--- config.mk ---
export PLATFORM = sky130hd
export DESIGN_NAME = brb_controller
export DESIGN_NICKNAME = d
export VERILOG_FILES = /design/src/hdl/brb_pkg.sv /design/src/hdl/brb_controller.sv
export SDC_FILE = /design/constraint.sdc
export NUM_CORES = 1
export LEC_CHECK = 0
export BUFFER_PORTS_ARGS = -buffer_cell sky130_fd_sc_hd__buf_2
export CAP_MARGIN = 30
export CELL_PAD_IN_SITES_DETAIL_PLACEMENT = 0
export CELL_PAD_IN_SITES_GLOBAL_PLACEMENT = 2
export CORE_ASPECT_RATIO = 1.5
export CORE_MARGIN = 2
export CORE_UTILIZATION = 25
export CTS_BUF_LIST = sky130_fd_sc_hd__clkbuf_16
export DETAILED_ROUTE_END_ITERATION = 10
export PLACE_DENSITY_LB_ADDON = 0.1
export SLEW_MARGIN = 20
export SYNTH_ARGS = -nofsm -noshare
export SYNTH_HDL_FRONTEND = slang
export SYNTH_SLANG_ARGS = --single-unit
--- constraint.sdc ---
create_clock -name clk -period 2.05 [get_ports clk]
set_clock_uncertainty 0.2 [all_clocks]
set_input_delay 0.3075 -clock clk [delete_from_list [all_inputs] [get_ports clk]]
set_output_delay 0.3075 -clock clk [all_outputs]
set_load 0.01 [all_outputs]
--- src/hdl/brb_pkg.sv ---
// ----------------------------------------------------------------------------
// brb_pkg
// Shared types and constants for the circular byte buffer: item codes,
// status codes and the controller to datapath command and status groups.
// ----------------------------------------------------------------------------
package brb_pkg;

    // field widths fixed by the item format
    localparam int CAP_W  = 10;
    localparam int LEN_W  = 7;
    localparam int BYTE_W = 8;
    localparam int STAT_W = 2;
    localparam int KIND_W = 2;

    // default sizing
    localparam int BRB_STORE_DEPTH = 1024;
    localparam int BRB_MAX_OP_LEN  = 64;

    // capacity after reset
    localparam logic [CAP_W-1:0] CAP_RESET = 10'd1023;

    // operation carried by an input item
    typedef enum logic [KIND_W-1:0] {
        KIND_PUSH_START = 2'd0,
        KIND_PUSH_DATA  = 2'd1,
        KIND_POP        = 2'd2,
        KIND_DISCARD    = 2'd3
    } kind_t;

    // status of a result item
    typedef enum logic [STAT_W-1:0] {
        ST_OK      = 2'd0,
        ST_REFUSED = 2'd1,
        ST_BUSY    = 2'd2
    } status_t;

    // what the result register is loaded with
    typedef enum logic [1:0] {
        RES_HELD     = 2'd0,
        RES_HELD_INC = 2'd1,
        RES_POP      = 2'd2,
        RES_DROP     = 2'd3
    } res_sel_t;

    // controller to datapath commands
    typedef struct packed {
        logic     rd_adv;       // read store at head, advance head
        logic     push_wr;      // write byte at tail, advance tail
        logic     set_pending;  // open a push of the item length
        logic     discard;      // drop bytes from head
        logic     res_load;     // load the result register
        res_sel_t res_sel;
        status_t  res_status;
        logic     res_last;
    } brb_cmd_t;

    // datapath to controller status
    typedef struct packed {
        logic pending_nz;   // a push is unfinished
        logic push_ok;      // push start length fits
        logic pop_ok;       // pop length is held
        logic slot_free;    // result register can take a result now
    } brb_sts_t;

endpackage

--- src/hdl/brb_controller.sv ---
// ----------------------------------------------------------------------------
// brb_controller
// Decodes request items, sequences pops byte by byte and issues datapath
// commands.
// ----------------------------------------------------------------------------
module brb_controller
    import brb_pkg::*;
(
    input  logic              clk,
    input  logic              rst_n,
    input  logic              req_valid,
    input  logic [KIND_W-1:0] kind,
    input  logic [LEN_W-1:0]  length,
    output logic              req_ready,
    input  brb_sts_t          sts,
    output brb_cmd_t          cmd
);

    typedef enum logic [1:0] {
        S_IDLE,
        S_POP_RD,
        S_POP_OUT
    } state_t;

    state_t           state_reg, state_next;
    logic [LEN_W-1:0] count_reg, count_next;
    logic             accept;

    assign req_ready = (state_reg == S_IDLE) && sts.slot_free;
    assign accept    = req_valid && req_ready;

    // command decode and sequencing
    always_comb
    begin
        cmd            = '0;
        cmd.res_sel    = RES_HELD;
        cmd.res_status = ST_OK;
        cmd.res_last   = 1'b1;
        state_next     = state_reg;
        count_next     = count_reg;
        case (state_reg)
            S_IDLE:
            begin
                if (accept)
                begin
                    if (kind_t'(kind) == KIND_PUSH_DATA)
                    begin
                        cmd.res_load = 1'b1;
                        if (sts.pending_nz)
                        begin
                            cmd.push_wr = 1'b1;
                            cmd.res_sel = RES_HELD_INC;
                        end
                        else
                        begin
                            cmd.res_status = ST_REFUSED;
                        end
                    end
                    else if (sts.pending_nz)
                    begin
                        cmd.res_load   = 1'b1;
                        cmd.res_status = ST_BUSY;
                    end
                    else
                    begin
                        case (kind_t'(kind))
                            KIND_PUSH_START:
                            begin
                                cmd.res_load = 1'b1;
                                if (sts.push_ok)
                                begin
                                    cmd.set_pending = 1'b1;
                                end
                                else
                                begin
                                    cmd.res_status = ST_REFUSED;
                                end
                            end
                            KIND_POP:
                            begin
                                if (sts.pop_ok)
                                begin
                                    count_next = length;
                                    state_next = S_POP_RD;
                                end
                                else
                                begin
                                    cmd.res_load   = 1'b1;
                                    cmd.res_status = ST_REFUSED;
                                end
                            end
                            default:
                            begin
                                cmd.discard  = 1'b1;
                                cmd.res_load = 1'b1;
                                cmd.res_sel  = RES_DROP;
                            end
                        endcase
                    end
                end
            end
            S_POP_RD:
            begin
                // first read of a pop
                cmd.rd_adv = 1'b1;
                count_next = count_reg - LEN_W'(1);
                state_next = S_POP_OUT;
            end
            S_POP_OUT:
            begin
                // when the result slot is free, emit one byte and fetch the next in the same cycle
                if (sts.slot_free)
                begin
                    cmd.res_load = 1'b1;
                    cmd.res_sel  = RES_POP;
                    cmd.res_last = (count_reg == '0);
                    if (count_reg != '0)
                    begin
                        cmd.rd_adv = 1'b1;
                        count_next = count_reg - LEN_W'(1);
                    end
                    else
                    begin
                        state_next = S_IDLE;
                    end
                end
            end
            default:
            begin
                state_next = S_IDLE;
            end
        endcase
    end

    // state and counter
    always_ff @(posedge clk or negedge rst_n)
    begin
        if (!rst_n)
        begin
            state_reg <= S_IDLE;
            count_reg <= '0;
        end
        else
        begin
            state_reg <= state_next;
            count_reg <= count_next;
        end
    end

endmodule

==> results of run 1 <==
worst max-delay path, cell delays in order, from the launching register on:
cell and delay, ns:
sky130_fd_sc_hd__dfrtp_1 0.39, sky130_fd_sc_hd__inv_2 0.10, sky130_fd_sc_hd__ha_1 0.15, sky130_fd_sc_hd__nor3b_4 0.25, sky130_fd_sc_hd__nand2_4 0.09, sky130_fd_sc_hd__nand3_4 0.09
sky130_fd_sc_hd__a21oi_2 0.05, sky130_fd_sc_hd__buf_2 0.15
cell type report:
| type | instances | area [sq um] | area share, % |
|---|---|---|---|
| Inverter | 9 | 33.78 | 2.609 |
| Multi-Input combinational cell | 77 | 646.9 | 49.95 |
| Timing Repair Buffer | 43 | 260.3 | 20.10 |
| Clock buffer | 3 | 75.07 | 5.797 |
| Sequential cell | 9 | 225.2 | 17.39 |
| Clock inverter | 1 | 3.754 | 0.2899 |
| Tap cell | 40 | 50.05 | 3.865 |
path summary, 6_finish.rpt:
path	startpoint	to	slack (ns)	depth (start not counted)
worst max register to register	count_reg[0]$_DFFE_PN0P_	count_reg[6]$_DFFE_PN0P_	0.08	6
worst min register to register	count_reg[5]$_DFFE_PN0P_	count_reg[5]$_DFFE_PN0P_	0.36	1
worst max-delay path	count_reg[0]$_DFFE_PN0P_	cmd[9]	0.03	7
min in group asynchronous	rst_n	count_reg[0]$_DFFE_PN0P_	0.26	2
max in group asynchronous	rst_n	state_reg[1]$_DFFE_PN0P_	1.20	2
worst min-delay path	length[3]	count_reg[3]$_DFFE_PN0P_	0.15	3
logic make-up (layout without fill, tap and decap cells):
family,Yosys count,in the layout,synth area share [%]
fa+ha+maj,8,8,12.44
xor+xnor,1,1,1.089
compound gates,30,30,26.60
mux,3,3,4.043
simple gates,35,35,23.17
buf+inv,10,56,4.665
flops,9,9,27.99
metrics by stage:
| stage | util (%) | setup TNS, ns | hold WS (ns) | setup WS (ns) |
|---|---|---|---|---|
| final | 41.40 | 0 | 0.1465 | 0.03388 |
| after global routing | 41.40 | -0.08967 | 0.1764 | -0.07794 |
| after CTS | 39.60 | -0.007706 | 0.1496 | -0.007706 |
| after detailed placement | 33.96 | 0 | -0.02381 | 0.05057 |
| after global placement | 33.96 | 0 | -0.02271 | 0.05946 |
| after floorplan | - | 0 | -0.1881 | 0.05827 |
synth_stat cells (all sizes together), types with 2 or more instances:
library cell  number
ha                 8
o2bb2ai            3
inv                9
nor3               5
a22o               3
o211ai             3
a21o               2
dfrtp              9
nand3              6
o21a               2
nand2              8
nand2b             2
a21oi              6
o21ai              4
mux2               2
nor2               6
power groups by stage:
| stage | Combinational [uW] | Clock (uW) | Sequential, uW |
|---|---|---|---|
| 2_1_floorplan | 756 | 0 | 341 |
| 3_3_place_gp | 1150 | 0 | 370 |
| 3_5_place_dp | 1140 | 0 | 373 |
| 4_1_cts | 1320 | 347 | 358 |
| 5_1_grt | 1540 | 358 | 384 |
| 6_report | 1380 | 338 | 374 |
per-layer routing:
layer | global-route usage, % | vias up
met4 | 8.408 | 0
met1 | 14.65 | 429
li1 | - | 447
met2 | 27.19 | 35
met5 | 0 | -
met3 | 1.626 | 10
repair_timing:
action	4_1_cts	5_1_grt
endpoints found under the hold margin	9	0
endpoints found under the setup margin	9	9
hold buffers	1	0
buffers inserted	5	2
resized for setup	13	12
pin swaps	4	4
==> flow_summary_export.csv, run 1 <==
group,metric,value,unit
logic_synthesis,post_synth_arst_share,100.0,%
placement,place_congestion,0.7773,
clocking,clkLatencyLatePin,0.23,ns
sta,max_freq,496.0,MHz
setup_path,cp_required,1.54,ns
global_route,first_global_vias,915,
cells_and_area,final.fill_count,333,
cells_and_area,mostFrequentLayoutCells,"sky130_fd_sc_hd__buf_2, sky130_fd_sc_hd__buf_4, sky130_fd_sc_hd__dfrtp_1",
logic_synthesis,synth_top_cell_by_area,"sky130_fd_sc_hd__dfrtp_1",
logic_synthesis,yosysWarnings,0,
clocking,cts.clk_slew.worst_paths,0.04,ns
global_route,grt_max_degree,14,
setup_path,end_kind,"output port",
routing,ant_nets,0,
power,power-per-cell-area,1615,mW/mm^2
global_route,globalRoute.totalOverflow,0,
sta,slew-limit-headroom,69.98,%
logic_synthesis,seq_area_frac_synth,27.99,%
cells_and_area,layout-drive-gt1-share,47.89,%
logic_synthesis,yosys_most_used_dff,"sky130_fd_sc_hd__dfrtp_1",
power,power.sequential.fraction,17.9,%
cells_and_area,insertedDiodeCount,0,
placement,buffer_ports.inserted,26,
power,power.total,2091,uW
logic_synthesis,syn_area_per_cell,8.380,sq um
global_route,track_usage,14.28,%
clocking,clock_tree.htree_level_count,1,
logic_synthesis,flip_flop_and_latch_count_after_synthesis,9,
logic_synthesis,syn_area,804.5,sq um
cells_and_area,finish.net_count,167,
power,combinationalPowerShare,66.0,%
power,net-switching-power,885.9,uW
logic_synthesis,synthDistinctLibCells,35,
power,clock_power_share,16.1,%
sta,final_period_minus_worst_setup_slack,2.016,ns
floorplan,number_of_i_o_pins,27,
routing,drc,0,
logic_synthesis,syn-num-nets,120,
placement,placed_cell_area,0.001062,sq mm
sta,setup_viol,0,
floorplan,placement_rows,25,
logic_synthesis,netlist_instances,96,
power,p_leak,0.0006333,uW
placement,estimated_wirelength_of_the_detail_placed_design,1889,microns
outcome,run_status,"finished, final reports clean",
logic_synthesis,synth_largest_type_area_fraction,27.99,%
clocking,tritoncts_clock_tree,"yes",
logic_synthesis,synth.top_cells.by_area,"sky130_fd_sc_hd__dfrtp_1, sky130_fd_sc_hd__ha_1, sky130_fd_sc_hd__inv_1",
floorplan,die_area,0.003697,sq mm
setup_path,path_max_fanout,3,
cells_and_area,final_cells,182,
cells_and_area,mostFrequentLayoutCell,"sky130_fd_sc_hd__buf_2",
floorplan,core_area,0.003128,sq mm
routing,met3WireLength,129,microns
clocking,numClockSinks,9,
routing,wl_per_cell,13.51,microns
logic_synthesis,synth_enable_flop_cells,0,
sta,timing_hold_violations_final,0,
routing,drtIter0Drc,13,
setup_path,critPathKind,"reg -> out",
floorplan,die_height,73.48,microns
cells_and_area,total_non_filler_cell_area_in_the_finished_layout,0.001295,sq mm
cells_and_area,largest_register_ff_count,7,
routing,vias_per_cell,5.060,
placement,placed_cells_incl_taps,171,
job,drv.max_cap_violation_count,0,
global_route,grt_first_pass_wirelength,4036,microns
clocking,max-clock-path-buffers,2,
routing,met2_length,1307,microns
worst_hold_path,holdCritPathClass,"in -> reg",
routing,route.final.wire_length,2459,microns
sta,final_max_slew_violation_count,0,
cells_and_area,syn_to_final_growth,60.96,%
global_route,grt_antenna_before_repair,0,
power,worst_vdd_ir,0.0006422,V
clocking,tritoncts.num_buffers,3,
floorplan,initial_utilization,25.72,%
routing,routed.top_layer,"met4",
routing,wl_met1,940,microns
routing,number_of_iterations_in_the_first_detailed_routing_pass,4,
sta,max_slew.worst_pin.slew,0.4468,ns
floorplan,die_w,50.32,microns
clocking,cts-root-buf,"sky130_fd_sc_hd__clkbuf_16",
setup_path,critPathArrivalTime,1.51,ns
setup_path,critPathLaunchType,"flip-flop",
routing,vias,921,
sta,post-route-period-util,98.35,%
power,cell_internal_pwr,1205,uW
power,power_switching_share,42.36,%
sta,rsz_0062_raised_after_global_routing,"true",
Note: power is estimated with default switching activity, not from simulation.
==> inputs of run 2 (changes only) <==
--- a/config.mk
+++ b/config.mk
@@ -12,7 +12,6 @@
 export CORE_ASPECT_RATIO = 1.5
 export CORE_MARGIN = 2
 export CORE_UTILIZATION = 25
-export CTS_BUF_LIST = sky130_fd_sc_hd__clkbuf_16
 export DETAILED_ROUTE_END_ITERATION = 10
 export PLACE_DENSITY_LB_ADDON = 0.1
 export SLEW_MARGIN = 20
==> run 2 against run 1 <==
Via count is 1.2% lower; global-route usage hardly changed; register-to-register slack about the same; count of clock-buffer cells in the layout increased by 1; clock power is 38% lower; combinational power hardly changed; largest cell class unchanged; largest power group unchanged; non-clock buffer count is the same; maximum frequency increased by 2.1%; sequential cell count unchanged.
==> flow_summary_export.csv, run 2 (synthesized netlist as in run 1, its figures left out) <==
group,metric,value,unit
placement,buffer_ports.inserted,26,
sta,rsz_0062_raised_after_global_routing,"true",
placement,place_congestion,0.7773,
clocking,cts.clk_slew.worst_paths,0.05,ns
routing,wl_per_cell,13.38,microns
power,power.sequential.fraction,19.4,%
floorplan,die_area,0.003697,sq mm
setup_path,end_kind,"output port",
placement,estimated_wirelength_of_the_detail_placed_design,1889,microns
power,power-per-cell-area,1554,mW/mm^2
cells_and_area,syn_to_final_growth,54.12,%
clocking,cts-root-buf,"sky130_fd_sc_hd__clkbuf_8",
sta,final_period_minus_worst_setup_slack,1.975,ns
power,combinationalPowerShare,69.9,%
cells_and_area,finish.net_count,167,
cells_and_area,layout-drive-gt1-share,47.18,%
clocking,max-clock-path-buffers,2,
global_route,grt_antenna_before_repair,0,
cells_and_area,final.fill_count,339,
setup_path,critical_path.slowest_cell,"sky130_fd_sc_hd__dfrtp_1",
routing,vias_per_cell,5.000,
power,cell_internal_pwr,1072,uW
clocking,tritoncts.num_buffers,3,
global_route,grt_first_pass_wirelength,3988,microns
power,net-switching-power,854.1,uW
setup_path,cp_required,1.54,ns
routing,drtIter0Drc,10,
setup_path,path_max_fanout,5,
power,power_switching_share,44.34,%
setup_path,critPathKind,"reg -> out",
floorplan,die_height,73.48,microns
routing,number_of_iterations_in_the_first_detailed_routing_pass,4,
setup_path,critPathArrivalTime,1.47,ns
job,drv.max_cap_violation_count,0,
floorplan,initial_utilization,25.72,%
setup_path,cell_chain_critical_path,"inv_2 > buf_4 > ha_1 > buf_4 > nand3_2 > a21oi_2 > buf_2",
floorplan,core_area,0.003128,sq mm
sta,timing.hold.ws,0.1482,ns
floorplan,number_of_i_o_pins,27,
setup_path,critPathLaunchType,"flip-flop",
sta,post-route-period-util,96.34,%
clocking,numClockSinks,9,
worst_hold_path,holdCritPathClass,"in -> reg",
cells_and_area,ff_latch_area,225.2,sq um
clocking,tritoncts_clock_tree,"yes",
global_route,first_global_vias,895,
cells_and_area,mostFrequentLayoutCells,"sky130_fd_sc_hd__buf_2, sky130_fd_sc_hd__buf_4, sky130_fd_sc_hd__dfrtp_1",
global_route,track_usage,14.27,%
power,power.total,1926,uW
setup_path,most_frequent_cell_on_the_critical_path,"sky130_fd_sc_hd__buf_4",
floorplan,placement_rows,25,
global_route,grt_max_degree,14,
routing,vias,910,
outcome,run_status,"finished, final reports clean",
clocking,clkLatencyLatePin,0.23,ns
routing,route.final.wire_length,2435,microns
clocking,clock_tree.htree_level_count,1,
routing,ant_nets,0,
sta,setup_viol,0,
cells_and_area,largest_register_ff_count,7,
sta,slew-limit-headroom,69.93,%
power,p_leak,0.0006111,uW
setup_path,critPathMaxStageDelay,0.38,ns
sta,max_freq,506.3,MHz
sta,timing_hold_violations_final,0,
global_route,globalRoute.totalOverflow,0,
cells_and_area,insertedDiodeCount,0,
sta,final_max_slew_violation_count,0,
setup_path,critical-path-top-delay-family,"buffers and inverters",
power,clock_power_share,10.8,%
floorplan,die_w,50.32,microns
setup_path,path_buf_inv,4,
power,worst_vdd_ir,0.0006854,V
cells_and_area,mostFrequentLayoutCell,"sky130_fd_sc_hd__buf_2",
cells_and_area,footprint_of_the_multi_input_gates,625.6,sq um
routing,drc,0,
sta,max_slew.worst_pin.slew,0.4476,ns
[run 2: worst paths after layout]
check / from / to / slack, ns / cells after the start
setup reg to reg: count_reg[1]$_DFFE_PN0P_ / count_reg[6]$_DFFE_PN0P_ / 0.07 / 6
hold / removal: length[3] / count_reg[3]$_DFFE_PN0P_ / 0.15 / 3
setup / recovery: state_reg[0]$_DFFE_PN0P_ / cmd[9] / 0.07 / 7
hold reg to reg: count_reg[5]$_DFFE_PN0P_ / count_reg[5]$_DFFE_PN0P_ / 0.36 / 1
min in group asynchronous: rst_n / count_reg[2]$_DFFE_PN0P_ / 0.26 / 2
max in group asynchronous: rst_n / state_reg[0]$_DFFE_PN0P_ / 1.19 / 2
[run 2: timing repair]
item	4_1_cts	5_1_grt
buffers inserted	5	2
gates resized for setup	13	9
endpoints found under the hold margin	9	0
pin swaps	4	4
endpoints found under the setup margin	8	10
hold buffers	1	0
[run 2: through the flow]
step | setup WS, ns | util [%] | cell area, sq um | std cells | TNS (ns)
5_1_grt | -0.04822 | 39.64 | 1240 | 182 | -0.05712
6_report | 0.07496 | 39.64 | 1240 | 182 | 0
2_1_floorplan | 0.05827 | - | 810.8 | 96 | 0
3_3_place_gp | 0.05946 | 33.96 | 1062 | 171 | 0
3_5_place_dp | 0.05057 | 33.96 | 1062 | 171 | 0
4_1_cts | -0.01155 | 38.52 | 1205 | 181 | -0.01155
[run 2: worst register-to-register path: stages, from the launching register on]
cell                      delay [ns]
sky130_fd_sc_hd__dfrtp_1        0.38
sky130_fd_sc_hd__inv_2          0.08
sky130_fd_sc_hd__ha_2           0.17
sky130_fd_sc_hd__or4b_4         0.47
sky130_fd_sc_hd__or3_1          0.31
sky130_fd_sc_hd__a31oi_1        0.14
sky130_fd_sc_hd__a22o_2         0.16
[run 2: layout make-up]
type                       instances  area share (%)
multi-input combinational         77           50.45
timing repair buffer              43           20.99
sequential                         9           18.16
tap                               40           4.036
clock buffer                       4           3.633
inverter                           9           2.725
[run 2: layer usage]
layer	wire [microns]	up-vias	track usage [%]
li1	-	447	-
met1	924	433	14.75
met2	1370	26	27.05
met3	108	4	2.642
met4	32	0	6.907
met5	0	-	0
[run 2: power by group through the flow]
stage	Combinational [uW]	Sequential, uW	Clock (uW)
floorplan	756	341	0
global placement	1150	370	0
detailed placement	1140	373	0
CTS	1320	357	213
global route	1510	385	229
finish	1350	373	208
